### src/design/assert_macros.svh
// Assertion macros shared by the parser modules
`ifndef ASSERT_MACROS_SVH
`define ASSERT_MACROS_SVH
// Check that an antecedent implies a consequent in the same cycle
`define ASSERT_IMPL(label, clk, rst_n, ante, cons) \
	label: assert property (@(posedge clk) disable iff (!rst_n) (ante) |-> (cons)) \
		else $error("assertion failed");
// Check that a condition never holds
`define ASSERT_NEVER(label, clk, rst_n, cond) \
	label: assert property (@(posedge clk) disable iff (!rst_n) !(cond)) \
		else $error("assertion failed");
`endif

### src/design/lwob_pkg.sv
// Package for the LWOB mesh stream parser: types, codes and constants
`default_nettype none
package lwob_pkg;
	localparam int LENGTH_BITS = 24;
	localparam logic [31:0] TAG_FORM = 32'h464F524D;
	localparam logic [31:0] TAG_LWOB = 32'h4C574F42;
	localparam logic [31:0] TAG_PNTS = 32'h504E5453;
	localparam logic [31:0] TAG_POLS = 32'h504F4C53;
	localparam logic [15:0] DETAIL_SURFACE = 16'h8000;

	localparam logic CMD_START = 1'b0;
	localparam logic CMD_DATA = 1'b1;

	localparam logic [1:0] KIND_VERTEX = 2'd0;
	localparam logic [1:0] KIND_TRIANGLE = 2'd1;
	localparam logic [1:0] KIND_STATUS = 2'd2;

	localparam logic [2:0] ST_OK = 3'd0;
	localparam logic [2:0] ST_TOO_SMALL = 3'd1;
	localparam logic [2:0] ST_NO_FORM = 3'd2;
	localparam logic [2:0] ST_BAD_TYPE = 3'd3;
	localparam logic [2:0] ST_CORRUPT = 3'd4;
	localparam logic [2:0] ST_NO_GEOM = 3'd5;

	localparam int QUEUE_DEPTH = 4;
	localparam int QUEUE_AW = 2;

	typedef enum logic [3:0] {
		PH_IDLE, PH_HEADER, PH_CHUNK_HDR, PH_PNTS, PH_POLS_COUNT, PH_POLS_INDEX,
		PH_POLS_SURF, PH_DETAIL_COUNT, PH_DETAIL_EDGE, PH_DETAIL_SKIP, PH_SKIP,
		PH_PAD, PH_TAIL, PH_ERROR
	} phase_t;

	typedef struct packed {
		logic cmd;
		logic [23:0] value;
	} in_word_t;

	typedef struct packed {
		logic [1:0] kind;
		logic [31:0] x_bits;
		logic [31:0] y_bits;
		logic [31:0] z_bits;
		logic [15:0] corner_a;
		logic [15:0] corner_b;
		logic [15:0] corner_c;
		logic [2:0] status;
		logic last_of_run;
	} out_word_t;

	// Classified byte passed from the front to the back
	typedef struct packed {
		logic start;
		logic [LENGTH_BITS-1:0] len;
		logic [7:0] data;
	} cls_word_t;

	// Result pair produced by the back for one byte
	typedef struct packed {
		logic [1:0] count;
		out_word_t r0;
		out_word_t r1;
	} res_pair_t;
endpackage
`default_nettype wire

### src/design/lwob_mesh_stream_parser.sv
// Top level of the LWOB mesh stream parser
// Usage: the input channel takes words of {cmd, value}. A start word (cmd 0)
// carries the file length; each data word (cmd 1) carries one byte in bits 7..0.
// The output channel gives vertices, fan triangles and a final status word;
// last_of_run marks the final result that one input word caused.
// Path: an accepted word is written into the four-entry queue, the parser reads
// it from there, and its results are registered in the output pair register.
// Throughput: one input word per cycle while each byte yields at most one
// result and the receiver does not stall; a byte that yields two results (the
// last byte of a file) holds the parser until the single output register has delivered both.
// Reset clears the queue, parser state and output register; the block then
// waits for a start word. When the receiver stalls, the output word holds,
// the queue fills, and the input stall rises once the queue is full.
`default_nettype none
module lwob_mesh_stream_parser import lwob_pkg::*; (
	input wire logic clk,
	input wire logic arst_n,
	input wire logic in_valid,
	output logic in_stall,
	input wire in_word_t in_word,
	output logic out_valid,
	input wire logic out_stall,
	output out_word_t out_word
);
	logic push, full, pop, empty;
	cls_word_t push_word, head;

	lwob_front u_front (
		.in_valid(in_valid), .in_stall(in_stall),
		.in_word(in_word), .push(push), .push_word(push_word), .full(full)
	);

	lwob_queue u_queue (
		.clk(clk), .arst_n(arst_n), .push(push), .push_word(push_word),
		.full(full), .pop(pop), .empty(empty), .head(head)
	);

	lwob_back u_back (
		.clk(clk), .arst_n(arst_n), .empty(empty), .head(head), .pop(pop),
		.out_valid(out_valid), .out_stall(out_stall), .out_word(out_word)
	);
endmodule
`default_nettype wire

### src/design/lwob_front.sv
// Front part: accepts input words, masks them and pushes them into the queue
`default_nettype none
module lwob_front import lwob_pkg::*; (
	input wire logic in_valid,
	output logic in_stall,
	input wire in_word_t in_word,
	output logic push,
	output cls_word_t push_word,
	input wire logic full
);
	// Stall while the queue is full
	assign in_stall = full;
	assign push = in_valid && !full;
	always_comb begin
		push_word.start = (in_word.cmd == CMD_START);
		push_word.len = in_word.value[LENGTH_BITS-1:0];
		push_word.data = in_word.value[7:0];
	end
endmodule
`default_nettype wire

### src/design/lwob_queue.sv
// Short queue between the front and back parts
`default_nettype none
`include "assert_macros.svh"
module lwob_queue import lwob_pkg::*; (
	input wire logic clk,
	input wire logic arst_n,
	input wire logic push,
	input wire cls_word_t push_word,
	output logic full,
	input wire logic pop,
	output logic empty,
	output cls_word_t head
);
	cls_word_t mem_q [QUEUE_DEPTH];
	logic [QUEUE_AW-1:0] wr_q, rd_q;
	logic [QUEUE_AW:0] cnt_q;

	assign full = (cnt_q == (QUEUE_AW+1)'(QUEUE_DEPTH));
	assign empty = (cnt_q == '0);
	assign head = mem_q[rd_q];

	// Store incoming word
	always_ff @(posedge clk) begin
		if (push) mem_q[wr_q] <= push_word;
	end

	// Advance pointers and fill count
	always_ff @(posedge clk or negedge arst_n) begin
		if (!arst_n) begin
			wr_q <= '0;
			rd_q <= '0;
			cnt_q <= '0;
		end else begin
			if (push) wr_q <= wr_q + 1'b1;
			if (pop) rd_q <= rd_q + 1'b1;
			cnt_q <= cnt_q + (QUEUE_AW+1)'(push) - (QUEUE_AW+1)'(pop);
		end
	end

	`ASSERT_NEVER(a_no_overflow, clk, arst_n, push && full)
	`ASSERT_NEVER(a_no_underflow, clk, arst_n, pop && empty)
	`ASSERT_IMPL(a_cnt_range, clk, arst_n, 1'b1, cnt_q <= (QUEUE_AW+1)'(QUEUE_DEPTH))
endmodule
`default_nettype wire

### src/design/lwob_back.sv
// Back part: parser state machine, result pair register and output sequencing
`default_nettype none
`include "assert_macros.svh"
module lwob_back import lwob_pkg::*; (
	input wire logic clk,
	input wire logic arst_n,
	input wire logic empty,
	input wire cls_word_t head,
	output logic pop,
	output logic out_valid,
	input wire logic out_stall,
	output out_word_t out_word
);
	localparam int PW = LENGTH_BITS + 1;

	phase_t phase_q, phase_d;
	logic [LENGTH_BITS-1:0] total_q, total_d, pos_q, pos_d;
	logic [31:0] tag_q, tag_d, clen_q, clen_d;
	logic [PW-1:0] cend_q, cend_d;
	logic [31:0] ab0_q, ab0_d, ab1_q, ab1_d, ab2_q, ab2_d;
	logic [15:0] ecnt_q, ecnt_d, eidx_q, eidx_d, first_q, first_d, prev_q, prev_d;
	logic [15:0] drem_q, drem_d;
	logic [17:0] skip_q, skip_d;
	logic vseen_q, vseen_d, tseen_q, tseen_d;
	logic odd_q, odd_d;

	// Output holding: a pair of results and a pointer
	res_pair_t pair_q, pair_d;
	logic sel_q;
	logic busy;
	logic take;

	assign busy = (pair_q.count != 2'd0);
	assign out_valid = busy;
	assign out_word = sel_q ? pair_q.r1 : pair_q.r0;
	// Take a new byte when no result is pending or the last is leaving
	assign take = !empty && (!busy ||
		(!out_stall && (pair_q.count == 2'd1 || sel_q)));
	assign pop = take;

	function automatic out_word_t mk(input logic [1:0] k, input logic [31:0] x,
			input logic [31:0] y, input logic [31:0] z, input logic [15:0] a,
			input logic [15:0] b, input logic [15:0] c, input logic [2:0] st);
		out_word_t r;
		r.kind = k; r.x_bits = x; r.y_bits = y; r.z_bits = z;
		r.corner_a = a; r.corner_b = b; r.corner_c = c; r.status = st;
		r.last_of_run = 1'b0;
		return r;
	endfunction

	// Compute next parser state and results for the head byte
	always_comb begin
		logic [PW-1:0] np, need;
		logic [15:0] w;
		logic [7:0] b;
		out_word_t r;
		logic [3:0] ei;
		logic has;
		phase_d = phase_q; total_d = total_q; pos_d = pos_q; tag_d = tag_q;
		clen_d = clen_q; cend_d = cend_q; ab0_d = ab0_q; ab1_d = ab1_q; ab2_d = ab2_q;
		ecnt_d = ecnt_q; eidx_d = eidx_q; first_d = first_q; prev_d = prev_q;
		drem_d = drem_q; skip_d = skip_q; vseen_d = vseen_q; tseen_d = tseen_q;
		odd_d = odd_q;
		pair_d.count = 2'd0;
		pair_d.r0 = '0;
		pair_d.r1 = '0;
		b = head.data;
		w = {ab0_q[7:0], b};
		np = {1'b0, pos_q} + 1'b1;
		need = '0; r = '0; ei = '0; has = 1'b0;
		if (head.start) begin
			phase_d = PH_HEADER; total_d = head.len; pos_d = '0; tag_d = '0;
			clen_d = '0; cend_d = '0; ab0_d = '0; ab1_d = '0; ab2_d = '0;
			ecnt_d = '0; eidx_d = '0; first_d = '0; prev_d = '0; drem_d = '0;
			skip_d = '0; vseen_d = 1'b0; tseen_d = 1'b0; odd_d = 1'b0;
			if (head.len < LENGTH_BITS'(12)) begin
				phase_d = PH_IDLE;
				r = mk(KIND_STATUS, '0, '0, '0, '0, '0, '0, ST_TOO_SMALL);
				has = 1'b1;
			end
		end else if (phase_q != PH_IDLE) begin
			unique case (phase_q)
				PH_HEADER: begin
					ab0_d = {ab0_q[23:0], b};
					if (pos_q == LENGTH_BITS'(3) && ab0_d != TAG_FORM) begin
						r = mk(KIND_STATUS, '0, '0, '0, '0, '0, '0, ST_NO_FORM);
						has = 1'b1; phase_d = PH_ERROR;
					end else if (pos_q == LENGTH_BITS'(11)) begin
						if (ab0_d != TAG_LWOB) begin
							r = mk(KIND_STATUS, '0, '0, '0, '0, '0, '0, ST_BAD_TYPE);
							has = 1'b1; phase_d = PH_ERROR;
						end else if (np + PW'(8) <= {1'b0, total_q}) begin
							phase_d = PH_CHUNK_HDR; eidx_d = '0;
						end else phase_d = PH_TAIL;
					end
				end
				PH_CHUNK_HDR: begin
					if (eidx_q < 16'd4) tag_d = {tag_q[23:0], b};
					else clen_d = {clen_q[23:0], b};
					eidx_d = eidx_q + 1'b1;
					if (eidx_d >= 16'd8) begin
						eidx_d = '0;
						odd_d = 1'b0;
						if (clen_d[31:LENGTH_BITS] != '0 ||
								np + {1'b0, clen_d[LENGTH_BITS-1:0]} > {1'b0, total_q}) begin
							r = mk(KIND_STATUS, '0, '0, '0, '0, '0, '0, ST_CORRUPT);
							has = 1'b1; phase_d = PH_ERROR;
						end else begin
							cend_d = np + {1'b0, clen_d[LENGTH_BITS-1:0]};
							if (tag_q[23:0] == TAG_PNTS[31:8] && b == TAG_PNTS[7:0] &&
									eidx_q == 16'd3) phase_d = PH_PNTS;
							else if (tag_d == TAG_PNTS) phase_d = PH_PNTS;
							else if (tag_d == TAG_POLS) phase_d = PH_POLS_COUNT;
							else phase_d = PH_SKIP;
						end
					end
				end
				PH_PNTS: begin
					ei = (eidx_q >= 16'd12) ? 4'd0 : eidx_q[3:0];
					if (ei[3:2] == 2'd0) ab0_d = {ab0_q[23:0], b};
					else if (ei[3:2] == 2'd1) ab1_d = {ab1_q[23:0], b};
					else ab2_d = {ab2_q[23:0], b};
					eidx_d = 16'(ei) + 1'b1;
					if (eidx_d == 16'd12) begin
						r = mk(KIND_VERTEX, ab0_d, ab1_d ^ 32'h80000000, ab2_d,
							'0, '0, '0, ST_OK);
						has = 1'b1; vseen_d = 1'b1; eidx_d = '0;
					end
				end
				PH_POLS_COUNT: begin
					if (!odd_q) ab0_d = {24'd0, b};
					else begin
						need = np + PW'({w, 1'b0}) + PW'(2);
						if (w < 16'd3 || need > cend_q || need < np) phase_d = PH_SKIP;
						else begin
							ecnt_d = w; eidx_d = '0; phase_d = PH_POLS_INDEX;
						end
					end
				end
				PH_POLS_INDEX: begin
					if (!odd_q) ab0_d = {24'd0, b};
					else begin
						if (eidx_q == 16'd0) first_d = w;
						else if (eidx_q == 16'd1) prev_d = w;
						else begin
							r = mk(KIND_TRIANGLE, '0, '0, '0, first_q, prev_q, w, ST_OK);
							has = 1'b1; tseen_d = 1'b1; prev_d = w;
						end
						eidx_d = eidx_q + 1'b1;
						if (eidx_d >= ecnt_q) phase_d = PH_POLS_SURF;
					end
				end
				PH_POLS_SURF: begin
					if (!odd_q) ab0_d = {24'd0, b};
					else phase_d = (w >= DETAIL_SURFACE) ? PH_DETAIL_COUNT : PH_POLS_COUNT;
				end
				PH_DETAIL_COUNT: begin
					if (!odd_q) ab0_d = {24'd0, b};
					else begin
						drem_d = w;
						phase_d = (w != '0) ? PH_DETAIL_EDGE : PH_POLS_COUNT;
					end
				end
				PH_DETAIL_EDGE: begin
					if (!odd_q) ab0_d = {24'd0, b};
					else begin
						skip_d = {1'b0, w, 1'b0} + 18'd2;
						phase_d = PH_DETAIL_SKIP;
					end
				end
				PH_DETAIL_SKIP: begin
					skip_d = (skip_q != '0) ? skip_q - 1'b1 : skip_q;
					if (skip_d == '0) begin
						drem_d = (drem_q != '0) ? drem_q - 1'b1 : drem_q;
						phase_d = (drem_d != '0) ? PH_DETAIL_EDGE : PH_POLS_COUNT;
					end
				end
				PH_PAD: begin
					if (np + PW'(8) <= {1'b0, total_q}) begin
						phase_d = PH_CHUNK_HDR; eidx_d = '0;
					end else phase_d = PH_TAIL;
				end
				default: begin
				end
			endcase
			// Track parity of the offset within the chunk data
			odd_d = (phase_q == PH_CHUNK_HDR) ? odd_d : !odd_q;
			// Close the chunk at its end
			if (phase_d >= PH_PNTS && phase_d <= PH_SKIP && np >= cend_d) begin
				if (clen_d[0]) phase_d = PH_PAD;
				else if (np + PW'(8) <= {1'b0, total_q}) begin
					phase_d = PH_CHUNK_HDR; eidx_d = '0;
				end else phase_d = PH_TAIL;
			end
			pos_d = np[LENGTH_BITS-1:0];
			if (np >= {1'b0, total_q}) begin
				if (phase_d != PH_ERROR) begin
					if (has) begin
						pair_d.r0 = r;
						pair_d.r1 = mk(KIND_STATUS, '0, '0, '0, '0, '0, '0,
							(vseen_d && tseen_d) ? ST_OK : ST_NO_GEOM);
						pair_d.r1.last_of_run = 1'b1;
						pair_d.count = 2'd2;
						has = 1'b0;
					end else begin
						r = mk(KIND_STATUS, '0, '0, '0, '0, '0, '0,
							(vseen_d && tseen_d) ? ST_OK : ST_NO_GEOM);
						has = 1'b1;
					end
				end
				phase_d = PH_IDLE;
			end
		end
		if (has) begin
			pair_d.r0 = r;
			pair_d.r0.last_of_run = 1'b1;
			pair_d.count = 2'd1;
		end
	end

	// Hold parser state, update on each taken byte
	always_ff @(posedge clk or negedge arst_n) begin
		if (!arst_n) begin
			phase_q <= PH_IDLE;
			total_q <= '0; pos_q <= '0; tag_q <= '0; clen_q <= '0; cend_q <= '0;
			ab0_q <= '0; ab1_q <= '0; ab2_q <= '0; ecnt_q <= '0; eidx_q <= '0;
			first_q <= '0; prev_q <= '0; drem_q <= '0; skip_q <= '0;
			vseen_q <= 1'b0; tseen_q <= 1'b0; odd_q <= 1'b0;
		end else if (take) begin
			phase_q <= phase_d;
			total_q <= total_d; pos_q <= pos_d; tag_q <= tag_d; clen_q <= clen_d;
			cend_q <= cend_d; ab0_q <= ab0_d; ab1_q <= ab1_d; ab2_q <= ab2_d;
			ecnt_q <= ecnt_d; eidx_q <= eidx_d; first_q <= first_d; prev_q <= prev_d;
			drem_q <= drem_d; skip_q <= skip_d; vseen_q <= vseen_d; tseen_q <= tseen_d;
			odd_q <= odd_d;
		end
	end

	// Hold results until delivered, advance pointer on each handshake
	always_ff @(posedge clk or negedge arst_n) begin
		if (!arst_n) begin
			pair_q <= '0;
			sel_q <= 1'b0;
		end else if (take) begin
			pair_q <= pair_d;
			sel_q <= 1'b0;
		end else if (busy && !out_stall) begin
			if (pair_q.count == 2'd2 && !sel_q) sel_q <= 1'b1;
			else begin
				pair_q.count <= 2'd0;
				sel_q <= 1'b0;
			end
		end
	end

	`ASSERT_IMPL(a_sel_pair, clk, arst_n, sel_q, pair_q.count == 2'd2)
	`ASSERT_IMPL(a_take_free, clk, arst_n, take && busy, !out_stall)
	`ASSERT_NEVER(a_count_range, clk, arst_n, pair_q.count == 2'd3)
endmodule
`default_nettype wire
### config.mk
export PLATFORM = sky130hd
export DESIGN_NAME = lwob_mesh_stream_parser
export DESIGN_NICKNAME = d
export VERILOG_FILES = /design/src/design/lwob_pkg.sv /design/src/design/lwob_mesh_stream_parser.sv /design/src/design/lwob_front.sv /design/src/design/lwob_queue.sv /design/src/design/lwob_back.sv
export VERILOG_INCLUDE_DIRS = /design/src /design/src/design
export SDC_FILE = /design/constraint.sdc
export NUM_CORES = 2
export LEC_CHECK = 0
export ABC_CLOCK_PERIOD_IN_PS = 14100
export BUFFER_PORTS_ARGS = -buffer_cell sky130_fd_sc_hd__buf_2
export CORE_MARGIN = 3
export CORE_UTILIZATION = 35
export DETAILED_ROUTE_END_ITERATION = 8
export GPL_ROUTABILITY_DRIVEN = 0
export PLACE_DENSITY = 0.56
export SLEW_MARGIN = 40
export SYNTH_ARGS = -nofsm -noshare
export SYNTH_HDL_FRONTEND = slang
export SYNTH_HIERARCHICAL = 1
export SYNTH_SLANG_ARGS = --single-unit
### constraint.sdc
create_clock -name clk -period 14.1 [get_ports clk]
set_input_delay 2.82 -clock clk [delete_from_list [all_inputs] [get_ports clk]]
set_output_delay 2.82 -clock clk [all_outputs]
set_load 0.005 [all_outputs]
==> flow_summary_export.csv <==
group,metric,value,unit
run_status,outcome,"completed",
sta,final_hold_viol_count,0,
setup_path,r2r_cells,49,
grt,antenna_found_initial,4,
route,wl_per_cell,21.8,um
floorplanning,dieWidth,328,um
final_layout,final_area,40800,sq um
route,drc,0,
yosys,async_reset_ff_share,78.8,%
clocking,clk_path_buf_depth,3,
power_and_ir_drop,power.leakage,0.0190,uW
worst_hold_path,whs_path_depth,2,
clocking,cts.sinks,624,
sta,finalSetupViolCount,0,
setup_path,rr_startpoint,"u_back/eidx_q[5]$_DFFE_PN0P_",
flow_run,maxCapViolations,0,
setup_path,crit_arrival,12.44,ns
route,viasPerCell,5.64,
route,vias,28900,
clocking,clock_latency,0.65,ns
yosys,synth_flop_cell,"dfrtp_1",
sta,tns,0,ns
grt,grt_pass1_vias,27800,
sta,period_minus_slack,11.93,ns
yosys,synth_warnings,6,
place,dp_cells,4998,
place,hpwl,78.6,mm
yosys,syn_nets,3898,
floorplanning,core,102000,sq um
sta,worstMarginPinSlew,0.834,ns
yosys,synth_area_per_cell,9.96,sq um
worst_hold_path,min_path_type,"flop to flop",
clocking,htree_levels,3,
yosys,syn_inst,3635,
yosys,yosys.area.top_type,"dfrtp_1",
setup_path,cp_slowest_stage_delay,0.67,ns
grt,grt.total_usage,20.4,%
sta,rsz0062_at_grt,"no",
yosys,netlist.area_leader.share,34.0,%
final_layout,stdcell_count,5130,
setup_path,start_kind,"flop",
setup_path,slowest_stage,"o41ai_1",
yosys,synth-edff-count,132,
route,ant_nets,0,
worst_hold_path,hp-start,"u_back/pair_q[263]$_DFFE_PN0P_",
setup_path,crit_top_cell,"a21o_1",
floorplanning,num_io_pins,181,
place,dpl_cell_area,38300,sq um
sta,finClkSkew,0.0299,ns
clocking,cts_root_buf,"clkbuf_16",
route,drt_iter0_drc,2732,
setup_path,r2r_setup_slack,2.17,ns
grt,grt_max_degree,99,
yosys,syn_area,36200,sq um
floorplanning,start_util,35.4,%
clocking,cts_resized,0,
power_and_ir_drop,vdd_drop_max,0.184,mV
sta,fin_crit_sh,84.6,%
clocking,path_clk_slew,0.06,ns
setup_path,cp-end-kind,"flop",
floorplanning,dieArea,107000,sq um
setup_path,r2r_end,"u_back/pair_q[299]$_DFFE_PN0P_",
clocking,post_cts_buffers,0,
final_layout,syn_to_final_growth,12.6,%
grt,grt_pass1_wl,172,mm
clocking,cts_buffers,73,
yosys,synth_area_leaders,"dfrtp_1 34%, edfxtp_1 11%, ha_1 8.0%",
power_and_ir_drop,finalPower,7010,uW
floorplanning,rows,117,
power_and_ir_drop,power-per-cell-area,172,nW/um^2
route,first_pass_iters,7,
floorplanning,chipHeight,328,um
setup_path,path_class,"flop to flop",
setup_path,worstPathMaxFanout,32,
route,wl,112,mm
sta,relSlewSlack,43.0,%
setup_path,worstPathRequired,14.61,ns
final_layout,drive_gt1_share,12.8,%
clocking,postCtsHoldBufs,0,
yosys,ys_seq_area_share,44.9,%
final_layout,final_nets,3969,
clocking,cts_tree,"done",
sta,fmax,83.8,MHz
yosys,synth_cell_type_count,98,
sta,slew_viol_final,0,
yosys,ys_ff_latch,624,
grt,grt-ovfl-total,0,
place,portBuffers,180,
worst_hold_path,hold_end,"u_back/pair_q[263]$_DFFE_PN0P_",
[final cells by class]
cell class              count  area (sq um)
clock buffers             100          2040
well taps                1368          1710
repair buffers            251          1480
clock inverters            29           350
fillers                 10200         61400
multi-input cells        2607         18300
inverters                 149           559
flip-flops and latches    624         16300
diodes                      2          5.00
[cell families (layout without fill, tap and decap cells)]
kind of cell,Yosys count,count (layout),synth area share [%]
xor gates and xnor gates,115,115,2.84
adders and majority gates,235,235,8.18
AOI/OAI and AO/OA,940,940,17.5
DFF,624,624,44.9
other,0,2,0
muxes,151,151,5.45
buffers and inverters,404,529,4.79
and+or+nand+nor,1166,1166,16.3
[worst max-delay path, delay by kind of cell, from the launching register on]
kind	cells	cell delay (ns)
compound gates	22	5.38
simple gates	14	2.96
fa+ha+maj	4	1.16
buf+inv	5	0.87
mux	3	0.80
flops	1	0.47
xor+xnor	1	0.13
[sequential cells by signal (all words and copies together), names as in the netlist]
register,flops
u_back/sel_q,1
u_back/ab0_q,32
u_back/clen_q,32
u_back/phase_q,4
u_queue/mem_q,132
u_back/prev_q,16
u_back/pos_q,24
u_back/ab1_q,32
u_back/drem_q,16
u_back/total_q,24
u_back/tag_q,32
u_back/skip_q,18
u_back/pair_q,154
u_back/ab2_q,24
u_back/eidx_q,16
u_back/first_q,16
u_back/cend_q,25
u_back/vseen_q,1
u_queue/rd_q,2
u_queue/wr_q,2
u_back/odd_q,1
u_back/ecnt_q,16
u_queue/cnt_q,3
u_back/tseen_q,1
[layer usage]
metal	track usage [%]	vias up	part of all wire (%)	routed length (um)
li1	-	13400	-	-
met1	29.7	14300	46	51300
met2	30.8	1033	44	48900
met5	0	-	0.018	20
met3	3.16	216	6.7	7520
met4	7.26	2	3.5	3960
[worst max path at each step]
stage / cells after the start / startpoint / to
floorplan: 51 / u_back/eidx_q[12]$_DFFE_PN0P_ / u_back/pair_q[299]$_DFFE_PN0P_
global placement: 47 / u_queue/rd_q[0]$_DFFE_PN0P_ / u_back/pair_q[299]$_DFFE_PN0P_
detailed placement: 47 / u_queue/rd_q[0]$_DFFE_PN0P_ / u_back/pair_q[299]$_DFFE_PN0P_
CTS: 50 / u_back/eidx_q[5]$_DFFE_PN0P_ / u_back/pair_q[299]$_DFFE_PN0P_
global route: 50 / u_back/eidx_q[5]$_DFFE_PN0P_ / u_back/pair_q[299]$_DFFE_PN0P_
finish: 49 / u_back/eidx_q[5]$_DFFE_PN0P_ / u_back/pair_q[299]$_DFFE_PN0P_
[cell usage in the layout (no fill, tap or decap), drive strengths merged, types with 137 or more instances in the layout]
cell   count
nor2b    168
a22o     203
a21oi    137
ha       231
nor2     191
nand2    395
inv      153
dfrtp    492
o21ai    321
buf      251
[power breakdown]
group | total (uW) | internal, uW | switching, uW
Clock | 1900 | 1110 | 787
Combinational | 2850 | 919 | 1930
Sequential | 2270 | 2080 | 190
[stage by stage]
| stage | setup WS [ns] | utilization [%] | hold slack, ns |
|---|---|---|---|
| 3_3_place_gp | 2.65 | 37.5 | 0.454 |
| 2_1_floorplan | 4.12 | - | 0.442 |
| 3_5_place_dp | 2.34 | 37.5 | 0.463 |
| 4_1_cts | 2.31 | 39.9 | 0.476 |
| 6_report | 2.17 | 39.9 | 0.469 |
| 5_1_grt | 1.14 | 39.9 | 0.487 |
[synthesized netlist by cell type (16+ instances only)]
cell type  instances
and3_1            26
a211oi_1          26
edfxtp_1         132
nor4_1            56
inv_1            147
ha_1             231
dfrtp_1          492
a32o_1            24
mux2_2            24
a21o_1            38
xnor2_1           88
nand4_1           60
mux4_2            28
buf_2             18
and2_1            21
mux2i_1           94
a21oi_1          137
buf_4             33
o21ai_0          309
o21a_1            21
nand2b_1          19
nor2b_1          167
clkbuf_1         190
xor2_1            25
nand3_1           72
nand2_1          395
or3_1             16
o22ai_1           29
nor3_1            52
a22o_1           203
nor2_1           191
a31oi_1           16
Power figures use the tool's default switching activity.
